$ cat src/rtl/core/rfr_pkg.sv
// Package for the RTCM fragment reassembler: shared types, constants and byte-mask helpers.
// Used by every module under rtl/core but rfr_checker; depends on nothing.
`default_nettype none

package rfr_pkg;

    // Default sizing, handed to the top-level parameters
    localparam int DEF_SEQUENCE_SLOTS    = 32;
    localparam int DEF_FRAGMENTS_PER_SEQ = 4;
    localparam int DEF_FRAGMENT_BYTES    = 180;
    localparam int DEF_CHUNK_BYTES       = 300;

    // Fixed widths set by the message flag layout
    localparam int MAX_FRAGS   = 4;   // fragment index field is two bits
    localparam int SEQ_W       = 5;   // sequence field is five bits
    localparam int SEQ_COUNT   = 32;
    localparam int LEN_W       = 11;  // holds joined totals and chunk sizes
    localparam int ACC_BYTES   = 32;  // back-end byte aligner capacity
    localparam int RESULT_BYTES = 16;
    localparam int QUEUE_DEPTH = 2;
    localparam int TAG_COUNT   = QUEUE_DEPTH + 1;

    // One delivery job handed from the front end to the back end
    typedef struct packed {
        logic                          pt;     // passthrough buffer, not a fragment slot
        logic [SEQ_W-1:0]              slot;
        logic [1:0]                    last;   // last fragment index to join
        logic [MAX_FRAGS-1:0][7:0]     lens;   // per-fragment byte lengths
        logic [LEN_W-1:0]              total;  // joined byte count
    } t_job;

    // Storage region that an in-flight job still reads
    typedef struct packed {
        logic             v;
        logic             pt;
        logic [SEQ_W-1:0] slot;
    } t_tag;

    // Keep the low n bytes of a 16-byte result
    function automatic logic [8*RESULT_BYTES-1:0] mask_result(input logic [4:0] n);
        logic [8*RESULT_BYTES-1:0] m;
        m = '0;
        for (int b = 0; b < RESULT_BYTES; b++) begin
            if (5'(b) < n) begin
                m[8*b +: 8] = 8'hFF;
            end
        end
        return m;
    endfunction

    // Keep the low n bytes of a 64-bit word
    function automatic logic [63:0] mask_word(input logic [3:0] n);
        logic [63:0] m;
        m = '0;
        for (int b = 0; b < 8; b++) begin
            if (4'(b) < n) begin
                m[8*b +: 8] = 8'hFF;
            end
        end
        return m;
    endfunction

endpackage

`default_nettype wire

$ cat src/rtl/core/rfr_queue.sv
// Two-entry job queue between the reassembler front end and back end.
// Depends on rfr_pkg for the job and tag types.
`default_nettype none

module rfr_queue
    import rfr_pkg::*;
(
    input  wire logic  i_clk,
    input  wire logic  i_rst_n,
    input  wire logic  i_push,
    input  wire t_job  i_job,
    input  wire logic  i_pop,
    output t_job       o_job,
    output logic       o_empty,
    output logic       o_full,
    output t_tag [QUEUE_DEPTH-1:0] o_tags
);

    t_job       r_mem [QUEUE_DEPTH];
    logic       r_wp;
    logic       r_rp;
    logic [1:0] r_cnt;
    logic       push_go;
    logic       pop_go;

    assign o_empty = (r_cnt == 2'd0);
    assign o_full  = (r_cnt == 2'(QUEUE_DEPTH));
    assign push_go = i_push && !o_full;
    assign pop_go  = i_pop && !o_empty;
    assign o_job   = r_mem[r_rp];

    // Report which stored jobs are live, for the front-end hazard check
    always_comb begin
        for (int k = 0; k < QUEUE_DEPTH; k++) begin
            o_tags[k].v    = o_full || (!o_empty && (r_rp == 1'(k)));
            o_tags[k].pt   = r_mem[k].pt;
            o_tags[k].slot = r_mem[k].slot;
        end
    end

    // Store pushed jobs
    always_ff @(posedge i_clk) begin
        if (push_go) begin
            r_mem[r_wp] <= i_job;
        end
    end

    // Advance pointers and count
    always_ff @(posedge i_clk) begin
        if (!i_rst_n) begin
            r_wp  <= 1'b0;
            r_rp  <= 1'b0;
            r_cnt <= 2'd0;
        end else begin
            if (push_go) begin
                r_wp <= ~r_wp;
            end
            if (pop_go) begin
                r_rp <= ~r_rp;
            end
            r_cnt <= r_cnt + 2'(push_go) - 2'(pop_go);
        end
    end

endmodule

`default_nettype wire

$ cat config.mk
export PLATFORM = sky130hd
export DESIGN_NAME = rfr_queue
export DESIGN_NICKNAME = d
export VERILOG_FILES = /design/src/rtl/core/rfr_pkg.sv /design/src/rtl/core/rfr_queue.sv
export SDC_FILE = /design/constraint.sdc
export NUM_CORES = 1
export LEC_CHECK = 0
export ABC_AREA = 0
export BUFFER_PORTS_ARGS = -buffer_cell sky130_fd_sc_hd__buf_2
export CORE_MARGIN = 2
export CORE_UTILIZATION = 31
export DETAILED_ROUTE_END_ITERATION = 6
export GPL_TIMING_DRIVEN = 0
export PLACE_DENSITY = 0.51
export SLEW_MARGIN = 0
export SYNTH_ARGS = -nofsm -noshare
export SYNTH_HDL_FRONTEND = slang
export SYNTH_SLANG_ARGS = --single-unit
$ cat constraint.sdc
create_clock -name i_clk -period 3.2 [get_ports i_clk]
set_input_delay 0.64 -clock i_clk [delete_from_list [all_inputs] [get_ports i_clk]]
set_output_delay 0.64 -clock i_clk [all_outputs]
set_load 0.005 [all_outputs]
* Word level (Yosys, flattened, before mapping)
Memory sizes are Yosys's and may differ from the RTL's. A register that Yosys moved wholly into a read port is not among the register bits.
Cells that the tools add are included.
** Storage, ports and cells
- Register bits :: 4
- Memory bits (writable) :: 102
- Bits of input ports :: 55
- Memories :: 1
** Operators by class
- $add $sub $neg :: 2
- Equality and inequality tests :: 1
- Muxes and demuxes :: 4
- Bitwise gates (word level) :: 2
- Reductions and logical operators :: 9
** Memories
- r_mem :: depth 2, width 51, rd ports 3, clocked after Yosys merged registers in 1, write ports 1, RTL line rfr_queue.sv:19 : t_job r_mem [QUEUE_DEPTH];
** Operators by type and width (count)
- 1-bit logical AND :: 4
- 1-bit two-way mux :: 4
- 2-bit by 1-bit adder with 2-bit output :: 1
- 2-bit equality test (second input constant) :: 1
- 1-bit zero test :: 2
- 2-bit zero test :: 1
- 1-bit logical OR :: 2
- 1-bit NOT :: 2
- 2-bit by 1-bit subtractor with 2-bit output :: 1

* Logic depth before layout (Yosys ltp)
- Depth in word-level cells :: 5
- Gate-level depth with buffers :: 6

* Worst setup path after synthesis
OpenSTA, ideal clock, no wires.
- Path kind :: in2reg
- Start point :: input port i_push
- End point :: memory r_mem[0][0] in the netlist's numbering, enable pin
- Library setup time :: 0.405 ns
- Arrival time :: 2.035 ns
- Required time :: 2.795 ns
- Slack :: 0.760 ns
- Cell stages on the path :: 3
- Cells stage by stage :: inv_1 > or3_1 > inv_1
** On the way
- Word-level cells in the longest chain between the ends :: 3
** Ends and longest elaborated chain
- start: declaration :: RTL line rfr_queue.sv:10 : input wire logic i_push,
- 1-bit logical AND :: RTL line rfr_queue.sv:28 : assign push_go = i_push && !o_full;
- 1-bit two-way mux :: RTL line rfr_queue.sv:43 : if (push_go) begin
- 1-bit two-way mux (implied by the code) :: RTL line rfr_queue.sv:44 : r_mem[r_wp] <= i_job;
- end: declaration :: RTL line rfr_queue.sv:19
No other way between the ends.

==> PnR_summary.wiki <==
{| class="wikitable"
! Metric !! Value
|-
| Status || complete, no violations
|-
| Layout filler cell count || 1202
|-
| Slew at the pin closest to its max-slew limit || 1.31 ns
|-
| Critical path class || reg2out
|-
| Final critical path time including I/O delays and setup || 2.42 ns
|-
| Setup_tns || 0 ns
|-
| Unrepaired setup endpoints after global routing || false
|-
| Count of TritonRoute iterations in the first routing pass || 4
|-
| Chip height || 118 um
|-
| Vias in the first global route || 2225
|-
| Synthesized area || 4030 um^2
|-
| Register bit total from synthesis || 107
|-
| Number of gates resized after CTS || 0
|-
| Max transition margin || 13.0%
|-
| Global-route total usage across every layer || 10.7%
|-
| Post-synthesis average cell area || 19.9 um^2
|-
| Initial cell density of the core || 31.8%
|-
| Clock sinks || 107
|-
| Count of buffers added by post-CTS timing repair for setup || 0
|-
| Reg-to-reg endpoint || r_mem[1][45]$_DFFE_PP_
|-
| GPL Wtd Cong || 0.639
|-
| Instance count of the mapped netlist || 203
|-
| Most common cell after layout, fill and taps aside || sky130_fd_sc_hd__buf_2
|-
| Total wire length || 7230 um
|-
| Max-slew violation count || 0
|-
| Buffers on Ports || 121
|-
| Final layout net count || 392
|-
| Total number of yosys warnings || 0
|-
| Die extent in x || 118 um
|-
| Worst Path Required || 2.56 ns
|-
| Arrival time of the worst setup path || 1.78 ns
|-
| Largest net degree at the start of global routing || 52
|-
| Placeable Area || 12700 um^2
|-
| Worst setup slack after placement || 0.862 ns
|-
| WHS Path Cells || 1
|-
| Antenna-violating nets left || 0
|-
| Power density over the cells || 659 nW/um^2
|-
| Worst Setup EP || o_job[33]
|-
| Final worst clock skew || 0.00380 ns
|-
| CTS Buf Count || 9
|-
| Hold/Removal Path Class || in2reg
|-
| Synthesized netlist net count || 259
|-
| Average via count per standard cell || 4.24
|-
| Detailed placement HPWL || 4670 um
|-
| Routed wirelength normalized by instance count || 14.1 um
|-
| Portion of the clock cycle consumed by the worst path in the final layout || 75.7%
|-
| Relative area change from synthesis to final layout || 27.9%
|-
| Minimum setup slack in the final design || 0.779 ns
|-
| I/O Pins || 122
|-
| Largest fanout on the critical path || 10
|-
| Final Hold Viols || 0
|-
| Internal reg-to-reg setup slack || 1.07 ns
|-
| Area taken by multi-input logic gates || 734 um^2
|-
| Setup Viol. Count Final || 0
|-
| CTS clk-pin slew, worst paths || 0.07 ns
|-
| First-pass GRT wire length || 11200 um
|-
| Overflow left after global routing || 0
|-
| Die area || 13900 um^2
|-
| Number of violations reported at the end of detailed-routing iteration 0 || 61
|-
| Worst R2R Start || r_cnt[0]$_SDFF_PN0_
|-
| Max-capacitance violation count || 0
|-
| Maximum clock path buffer count || 2
|-
| Post-layout total power || 3.40 mW
|-
| Antenna violations before repair || 0
|-
| Lkg Pwr || 1.99 nW
|-
| Clk_lat worst skew || 0.34 ns
|-
| Seq. cell area || 3160 um^2
|-
| Kind of start point of the critical path || flop
|-
| Number of cell instances on the worst register-to-register path || 3
|-
| TritonCTS clock tree || yes
|-
| DR vias || 2173
|-
| Highest-count cells in the layout ignoring fill and taps || 126 x sky130_fd_sc_hd__buf_2, 102 x sky130_fd_sc_hd__edfxtp_1, 45 x sky130_fd_sc_hd__mux2_2, 12 x sky130_fd_sc_hd__buf_4, 9 x sky130_fd_sc_hd__clkbuf_16
|-
| Maximum frequency from static timing analysis || 0.413 GHz
|-
| Row count || 41
|-
| Buffer type at the clock tree root || sky130_fd_sc_hd__clkbuf_16
|-
| Post-synthesis cell type count || 27
|-
| IR drop worst, VDD || 290 uV
|-
| Residual DRC count || 0
|-
| Final antenna diode count || 0
|-
| Deepest level of the CTS H-tree || 3
|-
| Share of post-route cells with drive strength above 1 || 60.1%
|-
| Sequential share of the synthesized area || 78.5%
|-
| Critical path endpoint category || output pin
|-
| Number of buffers inserted for hold repair after clock tree synthesis || 0
|}
-- worst min-delay path by stage --
stage	slack, ns	startpoint	end
after floorplan	0.46	r_wp$_SDFFE_PN0P_	r_wp$_SDFFE_PN0P_
final	0.48	i_job[21]	r_mem[1][21]$_DFFE_PP_
after detailed placement	0.49	r_wp$_SDFFE_PN0P_	r_wp$_SDFFE_PN0P_
after CTS	0.47	i_job[21]	r_mem[1][21]$_DFFE_PP_
after global routing	0.47	i_job[21]	r_mem[1][21]$_DFFE_PP_
after global placement	0.47	r_wp$_SDFFE_PN0P_	r_wp$_SDFFE_PN0P_
-- per-stage QoR --
step,hold WS [ns],utilization [%],instances,cell area (um^2)
2_1_floorplan,0.457,-,203,4030
3_3_place_gp,0.466,38.3,496,4850
3_5_place_dp,0.488,38.5,497,4870
4_1_cts,0.466,40.7,513,5160
5_1_grt,0.471,40.7,513,5160
6_report,0.483,40.7,513,5160
-- report_power, final --
| part | switching, mW | internal, mW | leakage [nW] |
|---|---|---|---|
| registers | 0.0410 | 1.69 | 0.995 |
| clock network | 0.453 | 0.590 | 0.143 |
| logic | 0.299 | 0.327 | 0.851 |
| total | 0.793 | 2.60 | 1.99 |
-- cells in the mapped netlist, drive strengths merged --
master,n,share of area [%]
or3,1,0.16
a21bo,1,0.25
nor2,2,0.19
mux2i,1,0.25
mux2,51,14
buf,17,2.9
o21a,1,0.19
nand3,1,0.12
and2,1,0.16
nand2,4,0.56
dfxtp,5,2.5
nor2b,2,0.31
a21boi,1,0.19
clkbuf,1,0.093
edfxtp,102,76
o221a,1,0.28
o21ai,2,0.25
and3,1,0.19
nand2b,1,0.16
a32oi,1,0.22
inv,4,0.37
xnor2,1,0.22
ha,1,0.31
-- state kept, by name (all words and copies together) (netlist names), named ones only --
register / cells
r_cnt: 2
r_mem: 102
r_rp: 1
r_wp: 1
-- cell families after synthesis --
family / count (synthesis) / synth area share, %
DFF: 107 / 78.5
muxes: 52 / 14.5
buffers and inverters: 22 / 3.32
and+or+nand+nor: 13 / 1.83
AOI/OAI and AO/OA: 7 / 1.37
xor gates and xnor gates: 1 / 0.217
adders and majority gates: 1 / 0.310
-- worst max-delay path, stage by stage (launching register included) --
cell and delay, ns:
sky130_fd_sc_hd__dfxtp_1 0.31, sky130_fd_sc_hd__clkbuf_1 0.28, sky130_fd_sc_hd__buf_2 0.35, sky130_fd_sc_hd__mux2_2 0.38, sky130_fd_sc_hd__buf_2 0.13
-- routing by layer --
metal	GRT usage, %	up-vias	routed length [um]
met4	5.87	0	160
li1	-	1036	-
met5	0	-	0
met3	2.91	12	409
met2	17.2	77	3430
met1	13.1	1048	3220
-- layout make-up --
cell class,instances,area share (%)
Multi-Input combinational cell,74,14.2
Inverter,4,0.291
Tap cell,172,4.17
Timing Repair Buffer,122,12.1
Clock inverter,2,0.194
Sequential cell,107,61.3
Clock buffer,14,5.31
Buffer,18,2.31
Note: power is estimated with default switching activity, not from simulation.
