$ cat src/rtl/core/rfr_pkg.sv
// Package for the RTCM fragment reassembler: shared types, constants and byte-mask helpers.
// Used by every module under rtl/core but rfr_checker; depends on nothing.
`default_nettype none

package rfr_pkg;

    // Default sizing, handed to the top-level parameters
    localparam int DEF_SEQUENCE_SLOTS    = 32;
    localparam int DEF_FRAGMENTS_PER_SEQ = 4;
    localparam int DEF_FRAGMENT_BYTES    = 180;
    localparam int DEF_CHUNK_BYTES       = 300;

    // Fixed widths set by the message flag layout
    localparam int MAX_FRAGS   = 4;   // fragment index field is two bits
    localparam int SEQ_W       = 5;   // sequence field is five bits
    localparam int SEQ_COUNT   = 32;
    localparam int LEN_W       = 11;  // holds joined totals and chunk sizes
    localparam int ACC_BYTES   = 32;  // back-end byte aligner capacity
    localparam int RESULT_BYTES = 16;
    localparam int QUEUE_DEPTH = 2;
    localparam int TAG_COUNT   = QUEUE_DEPTH + 1;

    // One delivery job handed from the front end to the back end
    typedef struct packed {
        logic                          pt;     // passthrough buffer, not a fragment slot
        logic [SEQ_W-1:0]              slot;
        logic [1:0]                    last;   // last fragment index to join
        logic [MAX_FRAGS-1:0][7:0]     lens;   // per-fragment byte lengths
        logic [LEN_W-1:0]              total;  // joined byte count
    } t_job;

    // Storage region that an in-flight job still reads
    typedef struct packed {
        logic             v;
        logic             pt;
        logic [SEQ_W-1:0] slot;
    } t_tag;

    // Keep the low n bytes of a 16-byte result
    function automatic logic [8*RESULT_BYTES-1:0] mask_result(input logic [4:0] n);
        logic [8*RESULT_BYTES-1:0] m;
        m = '0;
        for (int b = 0; b < RESULT_BYTES; b++) begin
            if (5'(b) < n) begin
                m[8*b +: 8] = 8'hFF;
            end
        end
        return m;
    endfunction

    // Keep the low n bytes of a 64-bit word
    function automatic logic [63:0] mask_word(input logic [3:0] n);
        logic [63:0] m;
        m = '0;
        for (int b = 0; b < 8; b++) begin
            if (4'(b) < n) begin
                m[8*b +: 8] = 8'hFF;
            end
        end
        return m;
    endfunction

endpackage

`default_nettype wire

$ cat src/rtl/core/rfr_front.sv
// Reassembler front end: accepts words, writes the word store, tracks fragment slots
// and pushes delivery jobs. Depends on rfr_pkg.
`default_nettype none

module rfr_front
    import rfr_pkg::*;
#(
    parameter int SEQUENCE_SLOTS    = DEF_SEQUENCE_SLOTS,
    parameter int FRAGMENTS_PER_SEQ = DEF_FRAGMENTS_PER_SEQ,
    parameter int FRAGMENT_BYTES    = DEF_FRAGMENT_BYTES,
    parameter int AW                = 12
)
(
    input  wire logic        i_clk,
    input  wire logic        i_rst_n,
    input  wire logic        i_valid,
    output logic             o_ready,
    input  wire logic [7:0]  i_msg_flags,
    input  wire logic [7:0]  i_fragment_length,
    input  wire logic [63:0] i_data_word,
    input  wire logic        i_last_word,
    output logic             o_wr_en,
    output logic [AW-1:0]    o_wr_addr,
    output logic [63:0]      o_wr_data,
    output logic             o_push,
    output t_job             o_job,
    input  wire logic        i_q_full,
    input  wire t_tag [TAG_COUNT-1:0] i_tags
);

    localparam int FW      = (FRAGMENT_BYTES + 7) / 8;
    localparam int SLW     = (SEQUENCE_SLOTS > 1) ? $clog2(SEQUENCE_SLOTS) : 1;
    localparam int PT_BASE = SEQUENCE_SLOTS * FRAGMENTS_PER_SEQ * FW;

    logic [MAX_FRAGS-1:0][7:0] r_lens [SEQUENCE_SLOTS];
    logic [MAX_FRAGS-1:0]      r_mask [SEQUENCE_SLOTS];
    logic [1:0]                r_li   [SEQUENCE_SLOTS];
    logic                      r_kn   [SEQUENCE_SLOTS];
    logic [4:0]                r_pos;

    logic [SLW-1:0]            mod_tab [SEQ_COUNT];
    logic                      frag;
    logic [1:0]                idx;
    logic [SLW-1:0]            slot;
    logic                      idx_ok;
    logic                      pos_ok;
    logic [7:0]                flen;
    logic                      hazard;
    logic                      accept;
    logic [MAX_FRAGS-1:0][7:0] row;
    logic [MAX_FRAGS-1:0]      mask_n;
    logic [MAX_FRAGS-1:0]      expect_m;
    logic [1:0]                li_n;
    logic                      kn_n;
    logic                      complete;
    logic [LEN_W-1:0]          sum;
    logic                      upd;

    // Sequence number modulo the slot count, as a constant lookup
    for (genvar v = 0; v < SEQ_COUNT; v++) begin : g_mod
        assign mod_tab[v] = SLW'(v % SEQUENCE_SLOTS);
    end

    // Classify the word
    assign frag   = i_msg_flags[0];
    assign idx    = i_msg_flags[2:1];
    assign slot   = mod_tab[i_msg_flags[7:3]];
    assign idx_ok = ({1'b0, idx} < 3'(FRAGMENTS_PER_SEQ));
    assign pos_ok = ({1'b0, r_pos} < 6'(FW));
    assign flen   = (i_fragment_length > 8'(FRAGMENT_BYTES)) ? 8'(FRAGMENT_BYTES)
                                                             : i_fragment_length;

    // Hold words that would overwrite storage a pending job still reads
    always_comb begin
        hazard = 1'b0;
        for (int k = 0; k < TAG_COUNT; k++) begin
            if (i_tags[k].v && ((i_tags[k].pt && !frag) ||
                (!i_tags[k].pt && frag && (i_tags[k].slot == SEQ_W'(slot))))) begin
                hazard = 1'b1;
            end
        end
    end

    assign o_ready = !(hazard || (i_last_word && i_q_full));
    assign accept  = i_valid && o_ready;

    // Word store write
    assign o_wr_en   = accept && pos_ok && (!frag || idx_ok);
    assign o_wr_data = i_data_word;
    assign o_wr_addr = frag ? AW'((int'(slot) * FRAGMENTS_PER_SEQ + int'(idx)) * FW
                                 + int'(r_pos))
                            : AW'(PT_BASE + int'(r_pos));

    // Slot bookkeeping with this fragment folded in
    always_comb begin
        row       = r_lens[slot];
        row[idx]  = flen;
        mask_n    = r_mask[slot] | (MAX_FRAGS'(1) << idx);
        li_n      = (flen < 8'(FRAGMENT_BYTES)) ? idx : r_li[slot];
        kn_n      = (flen < 8'(FRAGMENT_BYTES)) || r_kn[slot];
        sum       = '0;
        for (int i = 0; i < MAX_FRAGS; i++) begin
            expect_m[i] = (3'(i) <= {1'b0, li_n});
            if (expect_m[i]) begin
                sum = sum + LEN_W'(row[i]);
            end
        end
        complete = kn_n && ((mask_n & expect_m) == expect_m);
    end

    assign upd    = accept && i_last_word && frag && idx_ok;
    assign o_push = accept && i_last_word && (!frag || (idx_ok && complete));

    // Build the job
    always_comb begin
        o_job.slot = SEQ_W'(slot);
        if (!frag) begin
            o_job.pt      = 1'b1;
            o_job.last    = 2'd0;
            o_job.lens    = '0;
            o_job.lens[0] = flen;
            o_job.total   = LEN_W'(flen);
        end else begin
            o_job.pt      = 1'b0;
            o_job.last    = li_n;
            o_job.lens    = row;
            o_job.total   = sum;
        end
    end

    // Record fragment lengths
    always_ff @(posedge i_clk) begin
        if (upd) begin
            r_lens[slot][idx] <= flen;
        end
    end

    // Update slot status, clear on completion
    always_ff @(posedge i_clk) begin
        if (!i_rst_n) begin
            for (int s = 0; s < SEQUENCE_SLOTS; s++) begin
                r_mask[s] <= '0;
                r_li[s]   <= 2'd0;
                r_kn[s]   <= 1'b0;
            end
        end else if (upd) begin
            if (complete) begin
                r_mask[slot] <= '0;
                r_li[slot]   <= 2'd0;
                r_kn[slot]   <= 1'b0;
            end else begin
                r_mask[slot] <= mask_n;
                r_li[slot]   <= li_n;
                r_kn[slot]   <= kn_n;
            end
        end
    end

    // Track word position within the message
    always_ff @(posedge i_clk) begin
        if (!i_rst_n) begin
            r_pos <= 5'd0;
        end else if (accept) begin
            if (i_last_word) begin
                r_pos <= 5'd0;
            end else if (r_pos != 5'd31) begin
                r_pos <= r_pos + 5'd1;
            end
        end
    end

endmodule

`default_nettype wire

$ cat config.mk
export PLATFORM = sky130hd
export DESIGN_NAME = rfr_front
export DESIGN_NICKNAME = d
export VERILOG_FILES = /design/src/rtl/core/rfr_pkg.sv /design/src/rtl/core/rfr_front.sv
export SDC_FILE = /design/constraint.sdc
export NUM_CORES = 2
export LEC_CHECK = 0
export BUFFER_PORTS_ARGS = -buffer_cell sky130_fd_sc_hd__buf_2
export CAP_MARGIN = 20
export CORE_UTILIZATION = 56
export DETAILED_ROUTE_END_ITERATION = 7
export PLACE_DENSITY = 0.76
export SYNTH_ARGS = -nofsm -noshare
export SYNTH_HDL_FRONTEND = slang
export SYNTH_SLANG_ARGS = --single-unit
$ cat constraint.sdc
create_clock -name i_clk -period 12.2 [get_ports i_clk]
set_input_delay 3.05 -clock i_clk [delete_from_list [all_inputs] [get_ports i_clk]]
set_output_delay 3.05 -clock i_clk [all_outputs]
set_load 0.05 [all_outputs]
Word-level counts from Yosys, hierarchy flattened
Memories as Yosys holds them, arrays and structs flattened.
Cells that the tools add are included.
{"block": "word_totals", "ff_bits": 5, "mem_bits_rw": 1248, "romBits": 160, "input_bits": 106, "word_cells": 112, "mem_count": 5}
{"block": "classes", "n_addsub": 7, "n_mul": 1, "order_cmp": 9, "n_eq_ne": 5, "shifts": 1, "n_mux": 41, "bitwise_logic": 6, "reduce_logical": 36}
{"name": "r_lens", "words": 32, "word_bits": 32, "read_ports": 1, "rd_ports_with_merged_regs": 0, "wr": 1, "line_no": "rfr_front.sv:35", "source": "logic [MAX_FRAGS-1:0][7:0] r_lens [SEQUENCE_SLOTS];"}
{"name": "(no name shown)", "words": 32, "word_bits": 5, "read_ports": 1, "rd_ports_with_merged_regs": 0, "wr": 0, "line_no": "rfr_front.sv:67", "source": "assign slot = mod_tab[i_msg_flags[7:3]];"}
{"name": "r_mask", "words": 32, "word_bits": 4, "read_ports": 1, "rd_ports_with_merged_regs": 0, "wr": 32, "line_no": "rfr_front.sv:36", "source": "logic [MAX_FRAGS-1:0] r_mask [SEQUENCE_SLOTS];"}
{"name": "r_li", "words": 32, "word_bits": 2, "read_ports": 1, "rd_ports_with_merged_regs": 0, "wr": 32, "line_no": "rfr_front.sv:37", "source": "logic [1:0] r_li [SEQUENCE_SLOTS];"}
{"name": "r_kn", "words": 32, "word_bits": 1, "read_ports": 1, "rd_ports_with_merged_regs": 0, "wr": 32, "line_no": "rfr_front.sv:38", "source": "logic r_kn [SEQUENCE_SLOTS];"}
{"cell": "two-way mux 45 bit", "n": 1}
{"cell": "two-way mux 5 bit", "n": 7}
{"cell": "bitwise mux 32 bit", "n": 1}
{"cell": "two-way mux 32 bit", "n": 1}
{"cell": "adder 11 x 8 -> 11 bit", "n": 2}
{"cell": "two-way mux 11 bit", "n": 2}
{"cell": "logical AND 1 bit", "n": 20}
{"cell": "two-way mux 1 bit", "n": 19}
{"cell": "demux 8 bit (select 2 bit)", "n": 1}
{"cell": "two-way mux 8 bit", "n": 2}
{"cell": "equality test 5 bit", "n": 3}
{"cell": "adder 12 x 5 -> 12 bit", "n": 1}
{"cell": "adder 12 x 5 -> 12 bit, first input constant", "n": 1}
{"cell": "multiplier 8 x 5 -> 12 bit, second input constant", "n": 1}
{"cell": "two-way mux 12 bit", "n": 1}
{"cell": "adder 8 x 8 -> 9 bit", "n": 1}
{"cell": "two-way mux 9 bit", "n": 1}
{"cell": "adder 7 x 2 -> 8 bit", "n": 1}
{"cell": "> comparator 8 bit, second input constant", "n": 1}
{"cell": "< comparator 8 bit, second input constant", "n": 1}
{"cell": "two-way mux 4 bit", "n": 2}
{"cell": "greater-or-equal comparator 6 bit, second input constant", "n": 1}
{"cell": "logical OR 1 bit", "n": 6}
{"cell": "two-way mux 2 bit", "n": 3}
{"cell": "other kinds (19)", "n": 26}

Logic depth before layout (Yosys ltp)
{"block": "depth", "word_depth": 22, "mapped_depth": 32, "depth_no_buf": 27}

Worst setup path after synthesis
No wires, ideal clock.
{"block": "synth_path", "path_kind": "input -> output", "startpoint": "in i_msg_flags[3]", "endpoint": "out o_job[8] (netlist name)", "t_arrival_ns": 10.092, "required_time_ns": 9.150, "setup_slack_ns": -0.942, "stages": 28, "cell_sequence": "buf_4 buf_4 buf_6 buf_4 buf_2 buf_2 mux4_2 mux4_2 a211oi_1 a21oi_1 ha_1 fa_1 a21o_1 a21oi_1 o21ai_0 nor2_1 xnor2_1 mux2_2 ha_1 o41ai_1 xor2_1 a21oi_1 ha_1 inv_1 o21bai_1 a21oi_1 or4b_1 a21oi_1"}
{"element": "from (decl)", "line_no": "rfr_front.sv:18", "source": "input wire logic [7:0] i_msg_flags,"}
{"element": "to (decl)", "line_no": "rfr_front.sv:26", "source": "output t_job o_job,"}

==> impl_metrics.env <==
export IMPL_synthCells=3018
export IMPL_design_core_area_um2=95400
export IMPL_startpoint_type="primary input"
export IMPL_seqCellArea_um2=37300
export IMPL_cts_buffers=119
export IMPL_syn_avg_cell_area_um2=17.9
export IMPL_cts_root_buf="clkbuf_16"
export IMPL_dieArea_um2=98000
export IMPL_fin_crit_sh_pct=98.9
export IMPL_setup_viol=0
export IMPL_insertion_delay_ns=0.73
export IMPL_pwr_share_seq_pct=47.4
export IMPL_p_per_area_nw_per_um2=164
export IMPL_crit_type="primary input to output port"
export IMPL_dp_cells=4313
export IMPL_dp_hpwl_mm=91.8
export IMPL_swShare_pct=24.9
export IMPL_synthArstFlopShare_pct=0
export IMPL_routed_wl_mm=145
export IMPL_viasPerCell=6.71
export IMPL_placed_cell_area_um2=56500
export IMPL_drt_initial_drc_count=4661
export IMPL_ys_seq_area_share_pct=68.8
export IMPL_maxSlewHeadroom_pct=16.2
export IMPL_max_vdd_ir_drop_v=0.000133
export IMPL_nNetsFinal=3384
export IMPL_p_int_mw=7.54
export IMPL_fin_crit_ns=12.06
export IMPL_pre_cts_ws_ns=-0.243
export IMPL_cp_required_ns=9.15
export IMPL_syn2layout_area_growth_pct=13.1
export IMPL_ant_nets=0
export IMPL_final_cell_mix="1216 x edfxtp_1, 365 x mux4_2, 274 x nor2_1"
export IMPL_report_final_hold_viol_count=0
export IMPL_p_switching_mw=2.50
export IMPL_drc=26
export IMPL_p_comb_share_pct=13.9
export IMPL_synth_xor_area_share_pct=0.679
export IMPL_final_setup_tns_ns=0
export IMPL_synthSimpleGateAreaFrac_pct=5.83
export IMPL_finClkSkew_ns=0.0344
export IMPL_clkSinkCount=1253
export IMPL_synth_nets=3204
export IMPL_status="complete, but fails checks"
export IMPL_tightest_slew_ns=1.25
export IMPL_p_leak_nw=19.9
export IMPL_fin_ws_ns=0.135
export IMPL_synth_ff_type="edfxtp_1"
export IMPL_antenna_found_initial=4
export IMPL_port_buffers=107
export IMPL_cp_max_fo=6
export IMPL_layout_drive_gt1_share_pct=32.1
export IMPL_post_route_util_pct=64.2
export IMPL_globalplace_congestion=0.944
export IMPL_drv_cap=0
export IMPL_ys_seq_elements=1253
export IMPL_fmax_ghz=0.0829
export IMPL_via_count=30700
export IMPL_grt_max_degree=129
export IMPL_synth_top_family_by_area="multiplexers"
export IMPL_synth_cell_types=74
export IMPL_final_area_um2=61200
export IMPL_hold_ws_ns=0.476
export IMPL_die_x_um=313
export IMPL_synth_edff_count=1216
export IMPL_worst_ep_arrival_time_ns=9.01
export IMPL_first_pass_iters=8
export IMPL_netlist_area_um2=54200
export IMPL_nFillCells=6225
export IMPL_initial_core_util_pct=56.7
export IMPL_failed_checks="design-rule violations"
export IMPL_synth_compound_area_share_pct=3.21
export IMPL_grt_pass1_wl_mm=209
export IMPL_ctsHoldBuffers=0
export IMPL_rows=113
export IMPL_synth_mux_area_share_pct=16.2
export IMPL_ys_warn_count=0
export IMPL_finalNonFillerCells=4568
export IMPL_grt_remaining_overflow=0
export IMPL_total_power_mw=10.0
export IMPL_clock_path_buffers=3
export IMPL_power_frac_clock_pct=38.7
export IMPL_grt_total_usage_pct=29.6
export IMPL_boundaryPins=236
export IMPL_hold_class="register to register"
export IMPL_die_y_um=313
export IMPL_grt_pass1_vias=30700
export IMPL_final_max_slew_viol_count=0
export IMPL_routedWlPerCell_um=31.7
export IMPL_synthAdderAreaFrac_pct=2.07
export IMPL_htree_num_levels=3
export IMPL_cts_tree="built"
export IMPL_multi_input_area_um2=15400
export IMPL_cp_end_kind="output port"
export IMPL_layout_commonest_cell="edfxtp_1"
export IMPL_clk_pin_slew_ns=0.06
## cells in the mapped netlist (29+ instances only)
library cell	instances	area, um^2
a22oi_1	30	225
nand2_1	104	390
ha_1	64	801
buf_1	29	109
inv_1	69	259
nand3_1	32	160
buf_4	83	623
nor2_1	276	1040
o21ai_0	64	320
dfxtp_1	37	741
mux4_2	365	8220
edfxtp_1	1216	36500
clkbuf_1	96	360
a21oi_1	53	265
and2_1	42	263
buf_2	58	290
mux2i_1	37	370
nor3_2	80	801
## metal layers
metal	track usage, %	wire [um]	part of all wire [%]
met5	0	88	0.061
met4	11.4	5810	4.0
met3	8.97	18900	13
met2	45.0	67100	46
met1	40.6	53100	37
## registers in the layout (all words and copies together), names as in the netlist
signal / cells
r_kn: 32
r_lens: 1024
r_li: 64
r_mask: 128
r_pos: 5
## worst max-delay path, cell delays in order
cell and delay [ns]:
buf_16 0.13, buf_4 0.13, mux4_2 0.49, mux4_2 0.53, a211oi_2 0.27, a21oi_2 0.10, ha_2 0.25, fa_2 0.37
a21o_1 0.19, a21oi_2 0.20, xnor2_2 0.09, mux2_2 0.27, ha_1 0.26, inv_1 0.07, nor2_1 0.04, o31a_1 0.11
buf_4 0.15, o41ai_4 0.37, xor2_1 0.25, a21oi_1 0.10, ha_1 0.35, inv_2 0.07, o21bai_4 0.16, a21oi_1 0.08
or4b_4 0.54, a21oi_4 0.17, buf_6 0.18
## final cells by class
| cell class | count | share of cell area, % |
|---|---|---|
| antenna | 1 | 0.00409 |
| multi-input combinational | 1420 | 25.1 |
| inverter | 71 | 0.456 |
| timing repair buffer | 333 | 4.25 |
| clock buffer | 136 | 5.03 |
| clock inverter | 89 | 1.73 |
| sequential | 1253 | 60.8 |
| tap | 1265 | 2.58 |
## path summary, 6_finish.rpt
path / from / to / slack, ns / depth (start not counted)
worst max-delay path: i_msg_flags[3] / o_job[8] / 0.14 / 27
worst min-delay path: r_kn[10] / r_kn[10] / 0.48 / 2
worst max register to register: r_li[7][0] / r_li[21][0] / 8.67 / 10
worst min register to register: r_kn[10] / r_kn[10] / 0.48 / 2
## cell families (layout without fill, tap and decap cells)
family | count (synthesis) | after routing
XOR/XNOR | 42 | 42
flip-flops | 1253 | 1253
multiplexers | 417 | 417
AO/OA/AOI/OAI | 267 | 267
adder cells (fa/ha/maj) | 80 | 80
other | 0 | 1
AND/OR/NAND/NOR | 614 | 614
buffers and inverters | 345 | 629
## power by group through the flow
stage / Sequential (mW) / Combinational, mW / Clock [mW]
CTS: 4.76 / 1.31 / 3.89
finish: 4.76 / 1.40 / 3.88
detailed placement: 4.85 / 1.28 / 0
global route: 4.76 / 1.47 / 4.05
floorplan: 4.86 / 0.896 / 0
global placement: 4.85 / 1.26 / 0
## timing repair
| action | 4_1_cts | 5_1_grt |
|---|---|---|
| buffers inserted | 1 | 5 |
| setup endpoints to repair | 3 | 4 |
| gates resized for setup | 10 | 35 |
| pin swaps | 2 | 19 |
| cloned | 2 | 2 |
Power figures use the tool's default switching activity.
